==> config.mk <==
export PLATFORM = sky130hd
export DESIGN_NAME = tz_line_token_scanner_core_flat
export DESIGN_NICKNAME = d
export VERILOG_FILES = /design/src/hw/rtl/tz_lts_pkg.sv /design/src/hw/rtl/tz_lts_if.sv /design/src/hw/rtl/tz_line_token_scanner_core.sv /design/src/hw/rtl/tz_lts_front.sv /design/src/hw/rtl/tz_lts_queue.sv /design/src/hw/rtl/tz_lts_back.sv /design/src/flat_wrapper.sv
export SDC_FILE = /design/constraint.sdc
export NUM_CORES = 1
export LEC_CHECK = 0
export BUFFER_PORTS_ARGS = -buffer_cell sky130_fd_sc_hd__buf_4
export CORE_MARGIN = 1
export CORE_UTILIZATION = 60
export DETAILED_ROUTE_END_ITERATION = 10
export HOLD_SLACK_MARGIN = 0.02
export PLACE_DENSITY_LB_ADDON = 0.1
export SLEW_MARGIN = 20
export SYNTH_ARGS = -nofsm -noshare
export SYNTH_HDL_FRONTEND = slang
export SYNTH_SLANG_ARGS = --single-unit
==> constraint.sdc <==
create_clock -name clk -period 5.5 [get_ports clk]
set_input_delay 1.1 -clock clk [delete_from_list [all_inputs] [get_ports clk]]
set_output_delay 1.1 -clock clk [all_outputs]
set_load 0.05 [all_outputs]
==> src/hw/rtl/tz_lts_pkg.sv <==
// ----------------------------------------------------------------------------
// Line token scanner package
// Event and phase codes, event-group codes, character constants and
// the helpers used by the front and the back.
// ----------------------------------------------------------------------------
`timescale 1ns / 1ps
`default_nettype none

package tz_lts_pkg;

  localparam int CharW = 8;
  localparam int LineW = 20;
  localparam int ColW  = 16;
  localparam int EvW   = 3;
  localparam int PatW  = 4;
  localparam int IdxW  = 3;
  localparam int QDepth = 4;
  localparam int QPtrW  = 2;
  localparam int QCntW  = 3;

  localparam logic [LineW-1:0] LineMax = {LineW{1'b1}};
  localparam logic [ColW-1:0]  ColMax  = {ColW{1'b1}};

  // Scan phases
  localparam logic [1:0] PhFirst = 2'd0;
  localparam logic [1:0] PhToken = 2'd1;
  localparam logic [1:0] PhGap   = 2'd2;
  localparam logic [1:0] PhSkip  = 2'd3;

  // Event codes
  localparam logic [EvW-1:0] EvRoot  = 3'd0;
  localparam logic [EvW-1:0] EvChild = 3'd1;
  localparam logic [EvW-1:0] EvChar  = 3'd2;
  localparam logic [EvW-1:0] EvEnd   = 3'd3;
  localparam logic [EvW-1:0] EvClose = 3'd4;
  localparam logic [EvW-1:0] EvError = 3'd5;

  // Event groups caused by one item
  localparam logic [PatW-1:0] PatNone     = 4'd0;
  localparam logic [PatW-1:0] PatRoot     = 4'd1;
  localparam logic [PatW-1:0] PatTab      = 4'd2;
  localparam logic [PatW-1:0] PatErr      = 4'd3;
  localparam logic [PatW-1:0] PatEnd      = 4'd4;
  localparam logic [PatW-1:0] PatEndClose = 4'd5;
  localparam logic [PatW-1:0] PatErrChar  = 4'd6;
  localparam logic [PatW-1:0] PatChar     = 4'd7;
  localparam logic [PatW-1:0] PatClose    = 4'd8;

  // Characters
  localparam logic [CharW-1:0] ChTab   = 8'h09;
  localparam logic [CharW-1:0] ChLf    = 8'h0A;
  localparam logic [CharW-1:0] ChVt    = 8'h0B;
  localparam logic [CharW-1:0] ChFf    = 8'h0C;
  localparam logic [CharW-1:0] ChCr    = 8'h0D;
  localparam logic [CharW-1:0] ChSpace = 8'h20;
  localparam logic [CharW-1:0] ChHash  = 8'h23;
  localparam logic [CharW-1:0] ChPct   = 8'h25;
  localparam logic [CharW-1:0] ChPlus  = 8'h2B;
  localparam logic [CharW-1:0] ChMinus = 8'h2D;
  localparam logic [CharW-1:0] ChSlash = 8'h2F;
  localparam logic [CharW-1:0] ChZero  = 8'h30;
  localparam logic [CharW-1:0] ChNine  = 8'h39;
  localparam logic [CharW-1:0] ChColon = 8'h3A;
  localparam logic [CharW-1:0] ChLt    = 8'h3C;
  localparam logic [CharW-1:0] ChEq    = 8'h3D;
  localparam logic [CharW-1:0] ChGt    = 8'h3E;
  localparam logic [CharW-1:0] ChUpA   = 8'h41;
  localparam logic [CharW-1:0] ChUpL   = 8'h4C;
  localparam logic [CharW-1:0] ChUpR   = 8'h52;
  localparam logic [CharW-1:0] ChUpZ   = 8'h5A;
  localparam logic [CharW-1:0] ChUscr  = 8'h5F;
  localparam logic [CharW-1:0] ChLoA   = 8'h61;
  localparam logic [CharW-1:0] ChLoZ   = 8'h7A;

  typedef struct packed {
    logic [PatW-1:0]  pat;
    logic [CharW-1:0] ch;
    logic [LineW-1:0] line;
    logic [ColW-1:0]  col;
  } cmd_t;

  function automatic logic is_white(input logic [CharW-1:0] c);
    return (c == ChSpace) || (c == ChTab) || (c == ChLf) || (c == ChVt) ||
           (c == ChFf) || (c == ChCr);
  endfunction

  function automatic logic is_token_byte(input logic [CharW-1:0] c);
    logic alnum;
    alnum = ((c >= ChUpA) && (c <= ChUpZ)) || ((c >= ChLoA) && (c <= ChLoZ)) ||
            ((c >= ChZero) && (c <= ChNine));
    return alnum || (c == ChPlus) || (c == ChMinus) || (c == ChUscr) ||
           (c == ChLt) || (c == ChGt) || (c == ChEq) || (c == ChColon) ||
           (c == ChSlash) || (c == ChPct);
  endfunction

  function automatic logic [IdxW-1:0] pat_len(input logic [PatW-1:0] p);
    logic [IdxW-1:0] n;
    case (p)
      PatRoot:     n = 3'd2;
      PatTab:      n = 3'd5;
      PatErr:      n = 3'd1;
      PatEnd:      n = 3'd1;
      PatEndClose: n = 3'd2;
      PatErrChar:  n = 3'd2;
      PatChar:     n = 3'd1;
      PatClose:    n = 3'd1;
      default:     n = 3'd1;
    endcase
    return n;
  endfunction

  function automatic logic [EvW-1:0] pat_event(input logic [PatW-1:0] p,
                                               input logic [IdxW-1:0] i);
    logic [EvW-1:0] e;
    case (p)
      PatRoot:     e = (i == 3'd0) ? EvRoot : EvChar;
      PatTab: begin
        case (i)
          3'd0:    e = EvChild;
          3'd1:    e = EvChar;
          3'd2:    e = EvEnd;
          3'd3:    e = EvChar;
          default: e = EvEnd;
        endcase
      end
      PatErr:      e = EvError;
      PatEnd:      e = EvEnd;
      PatEndClose: e = (i == 3'd0) ? EvEnd : EvClose;
      PatErrChar:  e = (i == 3'd0) ? EvError : EvChar;
      PatChar:     e = EvChar;
      PatClose:    e = EvClose;
      default:     e = EvClose;
    endcase
    return e;
  endfunction

endpackage

`default_nettype wire

==> src/hw/rtl/tz_lts_if.sv <==
// ----------------------------------------------------------------------------
// Line token scanner channels
// Valid/ready channels for input bytes and for scan events.
// ----------------------------------------------------------------------------
`timescale 1ns / 1ps
`default_nettype none

interface tz_lts_in_if import tz_lts_pkg::*; ();
  logic             valid;
  logic             ready;
  logic [CharW-1:0] char_code;
  logic             end_of_input;

  modport source (output valid, output char_code, output end_of_input, input ready);
  modport sink (input valid, input char_code, input end_of_input, output ready);
endinterface

interface tz_lts_out_if import tz_lts_pkg::*; ();
  logic             valid;
  logic             ready;
  logic [EvW-1:0]   event_res;
  logic [CharW-1:0] char_value;
  logic [LineW-1:0] line_number;
  logic [ColW-1:0]  column_number;
  logic             last;

  modport source (output valid, output event_res, output char_value,
                  output line_number, output column_number, output last,
                  input ready);
  modport sink (input valid, input event_res, input char_value,
                input line_number, input column_number, input last,
                output ready);
endinterface

`default_nettype wire

==> src/hw/rtl/tz_line_token_scanner_core.sv <==
// ----------------------------------------------------------------------------
// Line token scanner core
// Scans a byte stream line by line and emits element, token and error events.
// ----------------------------------------------------------------------------
// The block takes one input beat per cycle as long as its four-entry command
// queue has room, and delivers one event beat per cycle while the event port
// is ready. Each input beat causes zero to five events (a tab-led line causes
// five, most bytes one or none), so sustained throughput is set by the event
// port, and short bursts of heavy lines are absorbed by the queue. An accepted
// byte's command passes through the queue and the output register before its
// first event appears. An end-of-input beat closes the open element and
// returns all scanner state to its reset values.
`timescale 1ns / 1ps
`default_nettype none

module tz_line_token_scanner_core import tz_lts_pkg::*; (
  input  wire logic    clk,
  input  wire logic    rst,
  tz_lts_in_if.sink    items,
  tz_lts_out_if.source events
);

  logic q_full;
  logic push;
  cmd_t push_cmd;
  logic pop;
  logic head_valid;
  cmd_t head_cmd;

  tz_lts_front u_front (
    .clk    (clk),
    .rst    (rst),
    .items  (items),
    .q_full (q_full),
    .push   (push),
    .cmd    (push_cmd)
  );

  tz_lts_queue u_queue (
    .clk        (clk),
    .rst        (rst),
    .push       (push),
    .push_cmd   (push_cmd),
    .full       (q_full),
    .pop        (pop),
    .head_valid (head_valid),
    .head_cmd   (head_cmd)
  );

  tz_lts_back u_back (
    .clk        (clk),
    .rst        (rst),
    .head_valid (head_valid),
    .head_cmd   (head_cmd),
    .pop        (pop),
    .events     (events)
  );

  a_eoi_pushes: assert property (@(posedge clk) disable iff (rst)
    (items.valid && items.ready && items.end_of_input) |-> push)
    else $error("end of input beat produced no close command");

  a_no_push_full: assert property (@(posedge clk) disable iff (rst)
    items.ready |-> !q_full)
    else $error("input ready while command queue full");

  a_pop_nonempty: assert property (@(posedge clk) disable iff (rst)
    pop |-> head_valid)
    else $error("command popped from empty queue");

  a_child_not_last: assert property (@(posedge clk) disable iff (rst)
    (events.valid && ((events.event_res == EvChild) || (events.event_res == EvRoot)))
      |-> !events.last)
    else $error("open element marked as final event of its beat");

endmodule

`default_nettype wire

==> src/hw/rtl/tz_lts_front.sv <==
// ----------------------------------------------------------------------------
// Line token scanner front
// Accepts one beat per cycle while the command queue has room, runs the line
// scanner state and pushes one event-group command per beat that causes events.
// ----------------------------------------------------------------------------
`timescale 1ns / 1ps
`default_nettype none

module tz_lts_front import tz_lts_pkg::*; (
  input  wire logic   clk,
  input  wire logic   rst,
  tz_lts_in_if.sink   items,
  input  wire logic   q_full,
  output logic        push,
  output cmd_t        cmd
);

  logic [1:0]       phase, phase_next;
  logic [CharW-1:0] first_byte, first_byte_next;
  logic [LineW-1:0] line_cnt, line_cnt_next;
  logic [ColW-1:0]  col_cnt, col_cnt_next;
  logic [PatW-1:0]  pat;
  logic [CharW-1:0] c;
  logic             accept;
  logic             sep;
  logic             not_z;

  assign items.ready = !q_full;
  assign accept      = items.valid && items.ready;
  assign c           = items.char_code;
  assign sep         = (c == ChSpace) || (c == ChTab) || (c == ChLf);
  assign not_z       = (first_byte != ChUpZ);

  always_comb begin
    pat             = PatNone;
    phase_next      = phase;
    first_byte_next = first_byte;
    line_cnt_next   = line_cnt;
    col_cnt_next    = (col_cnt < ColMax) ? col_cnt + 1'b1 : col_cnt;
    if (items.end_of_input) begin
      pat             = (phase == PhToken) ? PatEndClose : PatClose;
      phase_next      = PhFirst;
      first_byte_next = '0;
      line_cnt_next   = '0;
      col_cnt_next    = '0;
    end else begin
      case (phase)
        PhFirst: begin
          line_cnt_next   = (line_cnt < LineMax) ? line_cnt + 1'b1 : line_cnt;
          col_cnt_next    = '0;
          first_byte_next = c;
          if ((c == ChUpR) || (c == ChUpZ) || (c == ChUpL)) begin
            pat        = PatRoot;
            phase_next = PhToken;
          end else if (c == ChTab) begin
            pat        = PatTab;
            phase_next = PhGap;
          end else if (c == ChLf) begin
            pat = PatNone;
          end else if ((c == ChHash) || is_white(c)) begin
            phase_next = PhSkip;
          end else begin
            pat = PatErr;
          end
        end
        PhToken: begin
          if (sep) begin
            if (c == ChLf) begin
              phase_next = PhFirst;
              pat        = not_z ? PatEndClose : PatEnd;
            end else begin
              phase_next = PhGap;
              pat        = PatEnd;
            end
          end else begin
            pat = is_token_byte(c) ? PatChar : PatErrChar;
          end
        end
        PhGap: begin
          if (c == ChHash) begin
            phase_next = PhSkip;
            pat        = not_z ? PatClose : PatNone;
          end else if (!sep) begin
            phase_next = PhToken;
            pat        = PatChar;
          end
        end
        default: begin
          if (c == ChLf) begin
            phase_next = PhFirst;
          end
        end
      endcase
    end
  end

  // Events carry the counters after this beat's update; end of input
  // reports the counters it found.
  always_comb begin
    cmd.pat  = pat;
    cmd.ch   = c;
    cmd.line = items.end_of_input ? line_cnt : line_cnt_next;
    cmd.col  = items.end_of_input ? col_cnt : col_cnt_next;
  end

  assign push = accept && (pat != PatNone);

  always_ff @(posedge clk) begin
    if (rst) begin
      phase      <= PhFirst;
      first_byte <= '0;
      line_cnt   <= '0;
      col_cnt    <= '0;
    end else if (accept) begin
      phase      <= phase_next;
      first_byte <= first_byte_next;
      line_cnt   <= line_cnt_next;
      col_cnt    <= col_cnt_next;
    end
  end

endmodule

`default_nettype wire

==> src/hw/rtl/tz_lts_queue.sv <==
// ----------------------------------------------------------------------------
// Line token scanner command queue
// Four-entry first-in first-out queue of event-group commands.
// ----------------------------------------------------------------------------
`timescale 1ns / 1ps
`default_nettype none

module tz_lts_queue import tz_lts_pkg::*; (
  input  wire logic clk,
  input  wire logic rst,
  input  wire logic push,
  input  wire cmd_t push_cmd,
  output logic      full,
  input  wire logic pop,
  output logic      head_valid,
  output cmd_t      head_cmd
);

  cmd_t             mem [QDepth];
  logic [QPtrW-1:0] wr_ptr;
  logic [QPtrW-1:0] rd_ptr;
  logic [QCntW-1:0] count;
  logic             do_push;
  logic             do_pop;

  assign full       = (count == QCntW'(QDepth));
  assign head_valid = (count != '0);
  assign head_cmd   = mem[rd_ptr];
  assign do_push    = push && !full;
  assign do_pop     = pop && head_valid;

  always_ff @(posedge clk) begin
    if (do_push) begin
      mem[wr_ptr] <= push_cmd;
    end
  end

  always_ff @(posedge clk) begin
    if (rst) begin
      wr_ptr <= '0;
      rd_ptr <= '0;
      count  <= '0;
    end else begin
      if (do_push) begin
        wr_ptr <= wr_ptr + 1'b1;
      end
      if (do_pop) begin
        rd_ptr <= rd_ptr + 1'b1;
      end
      case ({do_push, do_pop})
        2'b10:   count <= count + 1'b1;
        2'b01:   count <= count - 1'b1;
        default: count <= count;
      endcase
    end
  end

endmodule

`default_nettype wire

==> src/hw/rtl/tz_lts_back.sv <==
// ----------------------------------------------------------------------------
// Line token scanner back
// Expands each event-group command into its events, one beat per cycle while
// the event port is ready, through an output register.
// ----------------------------------------------------------------------------
`timescale 1ns / 1ps
`default_nettype none

module tz_lts_back import tz_lts_pkg::*; (
  input  wire logic   clk,
  input  wire logic   rst,
  input  wire logic   head_valid,
  input  wire cmd_t   head_cmd,
  output logic        pop,
  tz_lts_out_if.source events
);

  logic [IdxW-1:0] idx;
  logic            load;
  logic            take;
  logic            at_last;
  logic [EvW-1:0]  ev;

  assign load    = !events.valid || events.ready;
  assign take    = load && head_valid;
  assign at_last = (idx == pat_len(head_cmd.pat) - 1'b1);
  assign pop     = take && at_last;
  assign ev      = pat_event(head_cmd.pat, idx);

  always_ff @(posedge clk) begin
    if (rst) begin
      events.valid <= 1'b0;
      idx          <= '0;
    end else if (load) begin
      events.valid <= head_valid;
      if (head_valid) begin
        idx <= at_last ? '0 : idx + 1'b1;
      end
    end
  end

  always_ff @(posedge clk) begin
    if (take) begin
      events.event_res     <= ev;
      events.char_value    <= ((ev == EvChar) || (ev == EvError)) ? head_cmd.ch : '0;
      events.line_number   <= head_cmd.line;
      events.column_number <= head_cmd.col;
      events.last          <= at_last;
    end
  end

endmodule

`default_nettype wire

==> src/flat_wrapper.sv <==
// flat-port wrapper written by rule: the top's interface ports become plain ports
module tz_line_token_scanner_core_flat import tz_lts_pkg::*;
  (clk, rst, items_valid, items_char_code, items_end_of_input, items_ready, events_valid, events_event_res, events_char_value, events_line_number, events_column_number, events_last, events_ready);
  tz_lts_in_if items_i ();
  tz_lts_out_if events_i ();
  input  wire logic clk;
  input  wire logic rst;
  input wire logic [$bits(items_i.valid)-1:0] items_valid;
  input wire logic [$bits(items_i.char_code)-1:0] items_char_code;
  input wire logic [$bits(items_i.end_of_input)-1:0] items_end_of_input;
  output wire logic [$bits(items_i.ready)-1:0] items_ready;
  output wire logic [$bits(events_i.valid)-1:0] events_valid;
  output wire logic [$bits(events_i.event_res)-1:0] events_event_res;
  output wire logic [$bits(events_i.char_value)-1:0] events_char_value;
  output wire logic [$bits(events_i.line_number)-1:0] events_line_number;
  output wire logic [$bits(events_i.column_number)-1:0] events_column_number;
  output wire logic [$bits(events_i.last)-1:0] events_last;
  input wire logic [$bits(events_i.ready)-1:0] events_ready;
  assign items_i.valid = items_valid;
  assign items_i.char_code = items_char_code;
  assign items_i.end_of_input = items_end_of_input;
  assign items_ready = items_i.ready;
  assign events_valid = events_i.valid;
  assign events_event_res = events_i.event_res;
  assign events_char_value = events_i.char_value;
  assign events_line_number = events_i.line_number;
  assign events_column_number = events_i.column_number;
  assign events_last = events_i.last;
  assign events_i.ready = events_ready;
  tz_line_token_scanner_core u_core (.clk(clk), .rst(rst), .items(items_i), .events(events_i));
endmodule
# [After elaboration in Yosys (flattened, before gate mapping)]
# Memories as Yosys holds them, arrays and structs flattened. A register that Yosys moved wholly into a read port is not among the register bits.
# Cells that the tools add are included.
[totals] wordCells=162 reg_bits=105 output_inout_bits=50 ram_bits=192 latch_bits=0 memories=2 mem_bits_ro=48 input_bits=13
[classes] multipliers=0 div_mod_pow=0 reduce_logical=43 magnitude_cmp=8 n_eq_ne=41 bitwise=0 add_sub_neg=8 shift=0 mux=46
[mem_list] name="u_core.u_queue.mem" depth=4 word_bits=48 read_ports=1 rd_clocked_by_memory_dff=1 write_ports=1 line="tz_lts_queue.sv:19" source="cmd_t mem [QDepth];"
[mem_list] name="(name not given)" depth=16 word_bits=3 read_ports=1 rd_clocked_by_memory_dff=0 write_ports=0 line="tz_lts_pkg.sv:98" source="case (p)"
[ops] cell="$eq A8 B6 Y1 const B" count=10
[ops] cell="$mux W20" count=4
[ops] cell="$mux W16" count=4
[ops] cell="$eq A8 B4 Y1 const B" count=5
[ops] cell="$mux W2" count=17
[ops] cell="$eq A8 B7 Y1 const B" count=4
[ops] cell="$logic_or A1 B1 Y1" count=21
[ops] cell="$pmux W3 S7" count=1
[ops] cell="$add A20 B1 Y20 const B" count=1
[ops] cell="$lt A20 B20 Y1 const B" count=1
[ops] cell="$mux W4" count=5
[ops] cell="$add A16 B1 Y16 const B" count=1
[ops] cell="$eq A4 B3 Y1 const B" count=4
[ops] cell="$ge A8 B7 Y1 const B" count=2
[ops] cell="$le A8 B7 Y1 const B" count=2
[ops] cell="$lt A16 B16 Y1 const B" count=1
[ops] cell="$mux W8" count=2
[ops] cell="$mux W3" count=4
[ops] cell="$pmux W4 S3" count=1
[ops] cell="$ne A5 B5 Y1 const B" count=2
[ops] cell="$logic_and A1 B1 Y1" count=9
[ops] cell="$eq A4 B2 Y1 const B" count=2
[ops] cell="$ge A8 B6 Y1 const B" count=1
[ops] cell="$le A8 B6 Y1 const B" count=1
[ops] cell="27 further kinds" count=41

# [Depth between registers and ports, before layout]
# Gate-level depths: netlist of the first run.
[logic_depth] word_depth=22 mapped_depth=19 ltp_nobuf=16

# [Hierarchy]
# Synthesis of the first run repeated with hierarchy kept, for this count alone.
[hier_totals] hier_cells=966 area_unflattened_um2=13331.5
[modules_own_cells] module="tz_lts_queue" seq_area_each_um2=5945.7 area_each_um2=7393.3 cells_per_inst=302 instances=1
[modules_own_cells] module="tz_lts_front" seq_area_each_um2=920.9 area_each_um2=3860.0 cells_per_inst=538 instances=1
[modules_own_cells] module="tz_lts_back" seq_area_each_um2=1521.5 area_each_um2=2078.2 cells_per_inst=126 instances=1

# [Least setup slack after synthesis of the first run]
# No wires, ideal clock.
[synth_timing] path_type="register -> register" from="reg with a tool-made name" to="reg u_core.u_queue.count[2]" synth_period_minus_slack_ns=4.716 t_arrival_ns=4.646 path_slack_ns=0.784 setup_time_ns=0.070 n_path_buf=3 required_ns=5.430 stages_incl_launch_ff=20 path_cell_list="dfxtp_1 buf_1 buf_2 mux4_2 inv_1 ha_1 mux2i_1 or2_2 ha_1 xor2_1 xnor2_1 and4b_1 clkbuf_1 and2_1 ha_1 inv_1 fa_1 xor2_1 or3_1 a21oi_1"
[synth_rtl] item="to (signal assigned)" line="tz_lts_queue.sv:51" source="2'b10: count <= count + 1'b1;"
[synth_rtl] item="to (signal assigned)" line="tz_lts_queue.sv:52" source="2'b01: count <= count - 1'b1;"
[synth_rtl] item="to (signal assigned)" line="tz_lts_queue.sv:53" source="default: count <= count;"
[synth_rtl] item="to (decl)" line="tz_lts_queue.sv:22" source="logic [QCntW-1:0] count;"

==> results.md, run 1 <==
- Status: complete, no violations
- Max Root-Sink Buffers: 3
- Commonest non-fill, non-tap cell in the layout: edfxtp_1
- PD cells: 525 nW/um2
- Hold-fix buffers at CTS: 0
- Sequential fraction of the synthesis area: 0.647
- Final Cell Area: 14600 um2
- Skew-Pair Late Insertion Delay: 540 ps
- M3 GR Usage: 0.0373
- Final-stage net count: 1005
- DRC Markers: 0
- Total iterations of the first detailed-routing run: 9
- Drt wl/cell: 21.8 um
- Cells after synthesis: 930
- Row count: 53
- Synth Net Count: 959
- Async set-or-reset flop fraction in the synthesized netlist: 0
- Min cycle time layout: 4580 ps
- Flops & latches, synth: 299
- Initial antenna violation count: 0
- WP data required: 5950 ps
- Number of setup buffers added after CTS: 0
- Synth-to-Final Area Change: 12.8%
- Crit. End Element: register
- Synth Cell Area: 13000 um2
- CTS tree: done
- Final-report setup violation count: 0
- Met1 Track Usage GR: 0.342
- Final setup TNS: 0 ps
- Worst vdd ir: 0.897 mV
- Tightest Hold Check Type: register to register
- Synth unique cells: 78
- Slew headroom: 0.338
- CTS sink cnt: 299
- Yosys top cell area share: 0.556
- Slew @ Worst Pin: 989 ps
- Routed WL: 27.7 mm
- Fillers: 1409
- Count of final max-slew check failures: 0
- Top Ports: 63
- Maximum fanout along the worst path: 21
- Die ar.: 22200 um2
- Data arrival time of the critical path: 5030 ps
- Chip Width: 149 um
- First-pass GRT wire length: 43.4 mm
- Hold Vio Cnt, Final: 0
- Htree depth: 1
- GR Overflow Total: 0
- Multi-input gate area: 4270 um2
- Yosys warning total: 0
- Lkg Pwr: 4.98 nW
- Ant diodes: 0
- GPL Wtd Cong: 0.874
- Pin count of the biggest net entering global routing: 60
- Final setup skew: 17.4 ps
- Post-DRT Antenna Nets: 0
- Pre-CTS setup slack: 833 ps
- Top post-synthesis cells by area: edfxtp_1, dfxtp_1, mux4_2
- Busiest grt layer: met2
- Crit start category: register
- Vias/cell: 6.41
- Leading area contributor after synthesis: edfxtp_1
- Reg2Reg Setup Slack: 920 ps
- Power consumption: 7.67 mW
- Die Height: 149 um
- EDFF count, synth: 240
- Critical path type: register to register
- Port bufs: 62
- Total Routing Usage GR: 0.253
- Syn avg cell area: 13.9 um2
- Starting Density: 0.615
- Final critical-path setup slack: 920 ps
- Period utilization: 0.833
- TritonCTS Buffers: 29
- DP Area: 13600 um2
- Share of cells above drive strength 1: 0.194
- Max-cap viol count: 0
- Post-CTS sizing: 0
- Fmax: 0.218 GHz
- Post-DP HPWL: 17.0 mm
- Clock transition at path regs: 60 ps
- Most frequent cells in the layout: edfxtp_1, buf_4, a21oi_1
- Met2 Usage GRT: 0.428
- Root Buffer: clkbuf_16
- Register Area: 8390 um2
- Core area: 21100 um2
- RSZ-0062 raised after global routing: no
- DR iter-0 viols: 815
- Routed via count: 8169
- Top FF cell, synth: edfxtp_1
- Vias in the first global route: 8017
## metrics by stage
stage | hold slack, ps | util | cells
floorplan | 448 | - | 930
global placement | 464 | 0.647 | 1220
detailed placement | 478 | 0.647 | 1220
CTS | 492 | 0.693 | 1274
global route | 506 | 0.693 | 1274
finish | 489 | 0.693 | 1274
## where the power goes
group          leakage, nW  switching, mW  internal (mW)
logic                 1.71           1.61          0.780
registers             2.79          0.195           3.08
clock network        0.482          0.822           1.19
total                 4.98           2.63           5.05
## worst max-delay path, stage by stage (launching register included)
cell     delay (ps)
dfxtp_4         650
mux4_2          610
inv_1           140
ha_1            250
mux2i_1         100
or2_2           290
ha_1            190
xor2_1          160
xnor2_1         130
and4b_1         360
and2_1          250
ha_1            230
inv_1            80
fa_1            430
xor2_1          160
or3_1           310
a21oi_1         160
## cell type report
| class | instances | area share |
|---|---|---|
| Clock inverter | 18 | 0.0143 |
| Clock buffer | 36 | 0.0528 |
| Multi-Input combinational cell | 549 | 0.292 |
| Tap cell | 275 | 0.0235 |
| Sequential cell | 299 | 0.574 |
| Timing Repair Buffer | 71 | 0.0365 |
| Inverter | 26 | 0.00667 |
## path summary, 6_finish.rpt
check,from,to,cells after the start
setup / recovery,register,u_core.u_queue.count[2],16
hold / removal,u_core.u_front.first_byte[5],u_core.u_front.first_byte[5],2
setup reg to reg,register,u_core.u_queue.count[2],16
hold reg to reg,u_core.u_front.first_byte[5],u_core.u_front.first_byte[5],2
## layer usage
layer | up-vias | wire length [um]
li1 | 3725 | -
met1 | 4074 | 11600
met2 | 316 | 14000
met3 | 54 | 1590
met4 | 0 | 550
met5 | - | 0
## state kept, by name, summed over array words and instances (netlist names), named ones only
| signal | count |
|---|---|
| u_core.u_back.events.char_value | 8 |
| u_core.u_front.first_byte | 8 |
| u_core.u_back.events.event_res | 3 |
| u_core.u_back.events.column_number | 16 |
| u_core.u_queue.wr_ptr | 2 |
| u_core.u_back.events.line_number | 20 |
| u_core.u_queue.count | 3 |
| u_core.u_back.events.last | 1 |
| u_core.u_front.col_cnt | 16 |
| u_core.u_back.events.valid | 1 |
| u_core.u_back.idx | 3 |
| u_core.u_queue.mem | 192 |
| u_core.u_front.phase | 2 |
| u_core.u_queue.rd_ptr | 2 |
| u_core.u_front.line_cnt | 20 |
## cells in the mapped netlist (12+ instances only)
| cell | n |
|---|---|
| dfxtp_1 | 59 |
| edfxtp_1 | 240 |
| nand3_1 | 17 |
| a31oi_1 | 12 |
| clkbuf_1 | 38 |
| buf_1 | 12 |
| or3_1 | 14 |
| nand2_1 | 50 |
| ha_1 | 15 |
| mux4_2 | 48 |
| nor2_1 | 63 |
| a21oi_1 | 68 |
| xor2_1 | 21 |
| nor3_1 | 26 |
| inv_1 | 24 |
| o21ai_0 | 39 |
## logic make-up after synthesis
group	after synthesis	share of synthesized area
xor+xnor	25	0.0169
compound gates	188	0.0951
fa+ha+maj	16	0.0160
mux	54	0.0881
flops	299	0.647
simple gates	266	0.112
buf+inv	82	0.0245
No activity file was read; power rests on OpenSTA's default activity.
==> inputs of run 2 (changes only) <==
--- a/config.mk
+++ b/config.mk
@@ -7,7 +7,7 @@
 export LEC_CHECK = 0
 export BUFFER_PORTS_ARGS = -buffer_cell sky130_fd_sc_hd__buf_4
 export CORE_MARGIN = 1
-export CORE_UTILIZATION = 60
+export CORE_UTILIZATION = 55
 export DETAILED_ROUTE_END_ITERATION = 10
 export HOLD_SLACK_MARGIN = 0.02
 export PLACE_DENSITY_LB_ADDON = 0.1
==> constraint.sdc (replaced) <==
create_clock -name clk -period 4 [get_ports clk]
set_input_delay 0.8 -clock clk [delete_from_list [all_inputs] [get_ports clk]]
set_output_delay 0.8 -clock clk [all_outputs]
set_load 0.05 [all_outputs]
==> run 2 against run 1 <==
  * Wire length shrank 2.8%
  * Utilization down 3.2 points
  * Worst setup slack lost 690 ps
  * Clock skew is 5.5 ps lower
  * Hold slack worse by 19 ps
  * Cell area grew 3.4%
  * Clock-buffer cell count grew 3
  * Sequential cell count did not move
  * Critical endpoint unchanged
  * Largest cell class unchanged
==> results.md, run 2 (synthesis gave the netlist of run 1 again) <==
- Final setup skew: 11.9 ps
- Min cycle time layout: 3770 ps
- Multi-input gate area: 4300 um2
- Slew @ Worst Pin: 874 ps
- Final setup TNS: 0 ps
- Commonest non-fill, non-tap cell in the layout: edfxtp_1
- Die ar.: 24200 um2
- GPL Wtd Cong: 0.902
- Post-CTS sizing: 0
- Synth-to-Final Area Change: 16.6%
- Vias/cell: 6.03
- Vias in the first global route: 7710
- Chip Width: 156 um
- GR Overflow Total: 0
- Count of final max-slew check failures: 0
- Routed via count: 8140
- Largest registers: u_core.u_queue.mem (192), u_core.u_back.events.line_number (20), u_core.u_front.line_cnt (20)
- Hold Vio Cnt, Final: 0
- Int Pwr: 7.26 mW
- Starting Density: 0.567
- DRC Markers: 0
- First-pass GRT wire length: 42.6 mm
- Row count: 55
- Root Buffer: clkbuf_16
- Non-filler cells in the finished layout: 1349
- CTS sink cnt: 299
- Crit. End Element: register
- Skew-Pair Late Insertion Delay: 550 ps
- Switching share of power: 0.333
- WHS Endpoint: u_core.u_queue.mem[2][39]
- Top Ports: 63
- Number of setup buffers added after CTS: 0
- Routed WL: 27.0 mm
- WP data required: 4480 ps
- Register Area: 8390 um2
- Maximum fanout along the worst path: 6
- Top reg by flops: u_core.u_queue.mem
- Worst vdd ir: 0.589 mV
- NetSw: 3.62 mW
- RR Endpoint: u_core.u_queue.count[2]
- Max Root-Sink Buffers: 3
- Status: complete, no violations
- Slowest CP cell: mux4_2
- Final-report setup violation count: 0
- Period utilization: 0.943
- Pin count of the biggest net entering global routing: 58
- Ant diodes: 0
- Max reg flops: 192
- Worst-path cell chain: mux4_2 > inv_2 > ha_1 > mux2i_1 > nor2_1 > ha_1 > xor2_1 > xnor2_1 > and4b_1 > and2_4 > ha_4 > inv_1 > fa_1 > xor2_1 > or3_1 > a21oi_1
- Critical path type: register to register
- Data arrival time of the critical path: 4250 ps
- CTS tree: done
- Port bufs: 62
- Htree depth: 1
- Fillers: 1660
- DR iter-0 viols: 713
- Placed Cells: 1293
- RSZ-0062 raised after global routing: no
- Die Height: 156 um
- Reg2Reg Setup Slack: 230 ps
- Share of cells above drive strength 1: 0.229
- Total iterations of the first detailed-routing run: 6
- Lkg Pwr: 5.21 nW
- Crit start category: register
- TritonCTS Buffers: 30
- Clk pwr share: 0.274
- Worst R2R Path Depth: 16
- Hold wc startpoint: items_char_code[3]
- Crit-path max cell delay: 550 ps
- Clock transition at path regs: 60 ps
- Drt wl/cell: 20.0 um
- Comb pwr share: 0.321
- Total Routing Usage GR: 0.230
- Fmax: 0.265 GHz
- Final-stage net count: 1041
- Initial antenna violation count: 0
- Core area: 22800 um2
- Tightest Hold Check Type: input port to register
- Worst Hold Depth: 1
- Post-DRT Antenna Nets: 0
- Max-cap viol count: 0
- Hold-fix buffers at CTS: 0
- Post-DP HPWL: 16.9 mm
- PD cells: 720 nW/um2
- Most frequent cells in the layout: edfxtp_1, buf_4, a21oi_1
- Slew headroom: 0.410
- Register share of total power: 0.405
-- run 2: cell types whose count changed in the layout (fill, tap and decap cells not counted), moves of 3 or more --
cell | before | now
inv_6 | 4 | 0
clkbuf_8 | 2 | 5
buf_4 | 71 | 101
buf_12 | 0 | 5
-- run 2: worst max-delay path by stage --
stage                             from                      end  slack, ps  depth (start not counted)
finish                        register  u_core.u_queue.count[2]        230                         16
global route                  register  u_core.u_queue.count[2]         10                         16
CTS                           register  u_core.u_queue.count[2]        200                         16
detailed placement  items_char_code[5]  u_core.u_queue.count[2]         -6                         14
global placement    items_char_code[5]  u_core.u_queue.count[2]         60                         14
floorplan                     register  u_core.u_queue.count[2]         20                         19
-- run 2: routing by layer --
layer,vias to the layer above,part of all wire,GRT usage
met5,-,0,0
met4,0,0.022,0.0621
met1,4069,0.44,0.319
met2,234,0.49,0.383
li1,3799,-,-
met3,38,0.051,0.0348
-- run 2: metrics by stage --
step	util	hold slack, ps	total power [mW]	setup slack (ps)	area, um2
floorplan	-	448	6.97	16.9	13000
global placement	0.615	459	7.97	59.2	14000
detailed placement	0.615	473	8.01	-5.55	14000
CTS	0.662	446	11.0	199	15100
global route	0.662	453	11.4	11.8	15100
finish	0.662	471	10.9	230	15100
-- run 2: area by class of cell --
| cell class | count | area share |
|---|---|---|
| repair buffers | 106 | 0.0568 |
| inverters | 26 | 0.00645 |
| clock buffers | 39 | 0.0566 |
| clock inverters | 17 | 0.0147 |
| multi-input cells | 549 | 0.284 |
| well taps | 313 | 0.0259 |
| flip-flops and latches | 299 | 0.555 |
-- run 2: worst max-delay path, delay by kind of cell (launching register included) --
family	cells	cell delay (ps)
AO/OA/AOI/OAI	1	140
multiplexers	2	770
AND/OR/NAND/NOR	4	780
flip-flops	1	400
adder cells (fa/ha/maj)	4	990
XOR/XNOR	3	440
buffers and inverters	2	170
-- run 2: power by group through the flow --
stage | sequential [mW] | clock, mW | combinational [mW]
2_1_floorplan | 5.38 | 0 | 1.59
3_3_place_gp | 4.46 | 0 | 3.51
3_5_place_dp | 4.47 | 0 | 3.53
4_1_cts | 4.42 | 3.04 | 3.55
5_1_grt | 4.47 | 3.15 | 3.75
6_report | 4.41 | 2.98 | 3.49
==> inputs of run 3 (changes only) <==
--- a/config.mk
+++ b/config.mk
@@ -6,7 +6,7 @@
 export NUM_CORES = 1
 export LEC_CHECK = 0
 export BUFFER_PORTS_ARGS = -buffer_cell sky130_fd_sc_hd__buf_4
-export CORE_MARGIN = 1
+export CORE_MARGIN = 2
 export CORE_UTILIZATION = 55
 export DETAILED_ROUTE_END_ITERATION = 10
 export HOLD_SLACK_MARGIN = 0.02
==> constraint.sdc (replaced) <==
create_clock -name clk -period 4 [get_ports clk]
set_input_delay 0.4 -clock clk [delete_from_list [all_inputs] [get_ports clk]]
set_output_delay 0.4 -clock clk [all_outputs]
set_load 0.05 [all_outputs]
==> run 3 against run 2 <==
  * Sequential cell count unchanged
  * Final cell count down 1.2%
  * Combinational power down 1%
  * Non-clock buffer count down 22
  * Clock-buffer cell count up 2
  * Via count down 1.8%
  * Sequential share of layout area up 1.0 points
  * Power down 2.6%
  * First-iteration DRC count up 6.2%
  * Die area up 2.6%
  * Critical path type unchanged
==> results.md, run 3 (synthesis gave the netlist of run 1 again) <==
- Largest registers: u_core.u_queue.mem (192), u_core.u_back.events.line_number (20), u_core.u_front.line_cnt (20)
- First-pass GRT wire length: 41.8 mm
- TritonCTS Buffers: 30
- Post-DP HPWL: 16.2 mm
- Routed WL: 26.6 mm
- Port bufs: 62
- CP endpoint: u_core.u_queue.count[2]
- Htree depth: 1
- Max reg flops: 192
- Worst R2R Path Depth: 16
- Hold-fix buffers at CTS: 0
- CTS tree: done
- Count of final max-slew check failures: 0
- Lkg Pwr: 5.05 nW
- Share of cells above drive strength 1: 0.215
- Maximum fanout along the worst path: 6
- Slew @ Worst Pin: 897 ps
- Final setup skew: 16.0 ps
- Critical path type: register to register
- Status: complete, no violations
- Vias/cell: 6.00
- Ant diodes: 0
- Min cycle time layout: 3780 ps
- Total Routing Usage GR: 0.218
- Total iterations of the first detailed-routing run: 5
- Root Buffer: clkbuf_16
- Number of setup buffers added after CTS: 0
- Post-DRT Antenna Nets: 0
- DR iter-0 viols: 757
- PD cells: 714 nW/um2
- Skew-Pair Late Insertion Delay: 550 ps
- Clock transition at path regs: 60 ps
- Hold Vio Cnt, Final: 0
- Slew headroom: 0.385
- Row count: 56
- RSZ-0062 raised after global routing: no
- Max-cap viol count: 0
- Die Height: 158 um
- Tightest Hold Check Type: input port to register
- Final critical-path setup slack: 223 ps
- GR Overflow Total: 0
- Die ar.: 24800 um2
- Vias in the first global route: 7408
- Final-stage net count: 1019
- Commonest non-fill, non-tap cell in the layout: edfxtp_1
- CTS sink cnt: 299
- Synth-to-Final Area Change: 14.6%
- Pin count of the biggest net entering global routing: 60
- Final setup TNS: 0 ps
- Worst vdd ir: 0.461 mV
- Drt wl/cell: 19.9 um
- Crit. End Element: register
- GPL Wtd Cong: 0.874
- Most frequent cells in the layout: edfxtp_1, buf_4, a21oi_1
- Max Root-Sink Buffers: 3
- Crit start category: register
- RR Endpoint: u_core.u_queue.count[2]
- Post-CTS sizing: 0
- Initial antenna violation count: 0
- Worst hold slack: 103 ps
- DRC Markers: 0
- Top Ports: 63
- Final-report setup violation count: 0
- Fmax: 0.265 GHz
- Pre-CTS setup slack: 138 ps
- Reg2Reg Setup Slack: 220 ps
- Core area: 23300 um2
- WP data required: 4470 ps
- Top reg by flops: u_core.u_queue.mem
- Routed via count: 7996
- Chip Width: 158 um
- Data arrival time of the critical path: 4240 ps
- Period utilization: 0.944
- Starting Density: 0.556
- Util after Layout: 0.637
## run 3: worst min path at each step
stage | from | endpoint | cells past startpoint
final | items_char_code[7] | u_core.u_queue.mem[3][43] | 1
after global routing | items_char_code[7] | u_core.u_queue.mem[3][43] | 1
after CTS | items_char_code[7] | u_core.u_queue.mem[3][43] | 1
after detailed placement | u_core.u_front.first_byte[7] | u_core.u_front.first_byte[7] | 2
after global placement | u_core.u_front.first_byte[2] | u_core.u_front.first_byte[2] | 2
after floorplan | u_core.u_front.first_byte[5] | u_core.u_front.first_byte[5] | 2
## run 3: cell type report
class                           instances  area [um2]
Multi-Input combinational cell        549        4310
Inverter                               26         100
Clock buffer                           41         863
Timing Repair Buffer                   84         668
Fill cell                            1717        8480
Sequential cell                       299        8390
Clock inverter                         15         121
Tap cell                              319         399
## run 3: worst max-delay path, stage by stage, from the launching register on
cell     delay, ps
dfxtp_4        400
mux4_2         570
inv_4          110
ha_4           150
mux2i_1         60
or2_2          270
ha_1           190
xor2_1         150
xnor2_1        150
and4b_1        220
and2_2         210
ha_2           200
inv_1           60
fa_2           380
xor2_1         150
or3_1          300
a21oi_1        130
## run 3: routing by layer
| layer | up-vias | GRT usage | part of all wire |
|---|---|---|---|
| li1 | 3742 | - | - |
| met1 | 4016 | 0.318 | 0.45 |
| met2 | 204 | 0.349 | 0.48 |
| met3 | 34 | 0.0273 | 0.048 |
| met4 | 0 | 0.0615 | 0.021 |
| met5 | - | 0 | 0 |
## run 3: power breakdown
| group | internal, mW | switching [mW] | total (mW) | leakage (nW) |
|---|---|---|---|---|
| sequential | 4.22 | 0.192 | 4.41 | 2.79 |
| clock | 1.58 | 1.16 | 2.74 | 0.479 |
| combinational | 1.17 | 2.28 | 3.45 | 1.78 |
| total | 6.97 | 3.63 | 10.6 | 5.05 |
## run 3: per-stage QoR
stage | total power [mW] | instance area [um2] | cells
after floorplan | 6.97 | 13000 | 930
after global placement | 7.90 | 13900 | 1277
after detailed placement | 7.95 | 13900 | 1277
after CTS | 10.7 | 14800 | 1333
after global routing | 11.1 | 14900 | 1333
final | 10.6 | 14900 | 1333
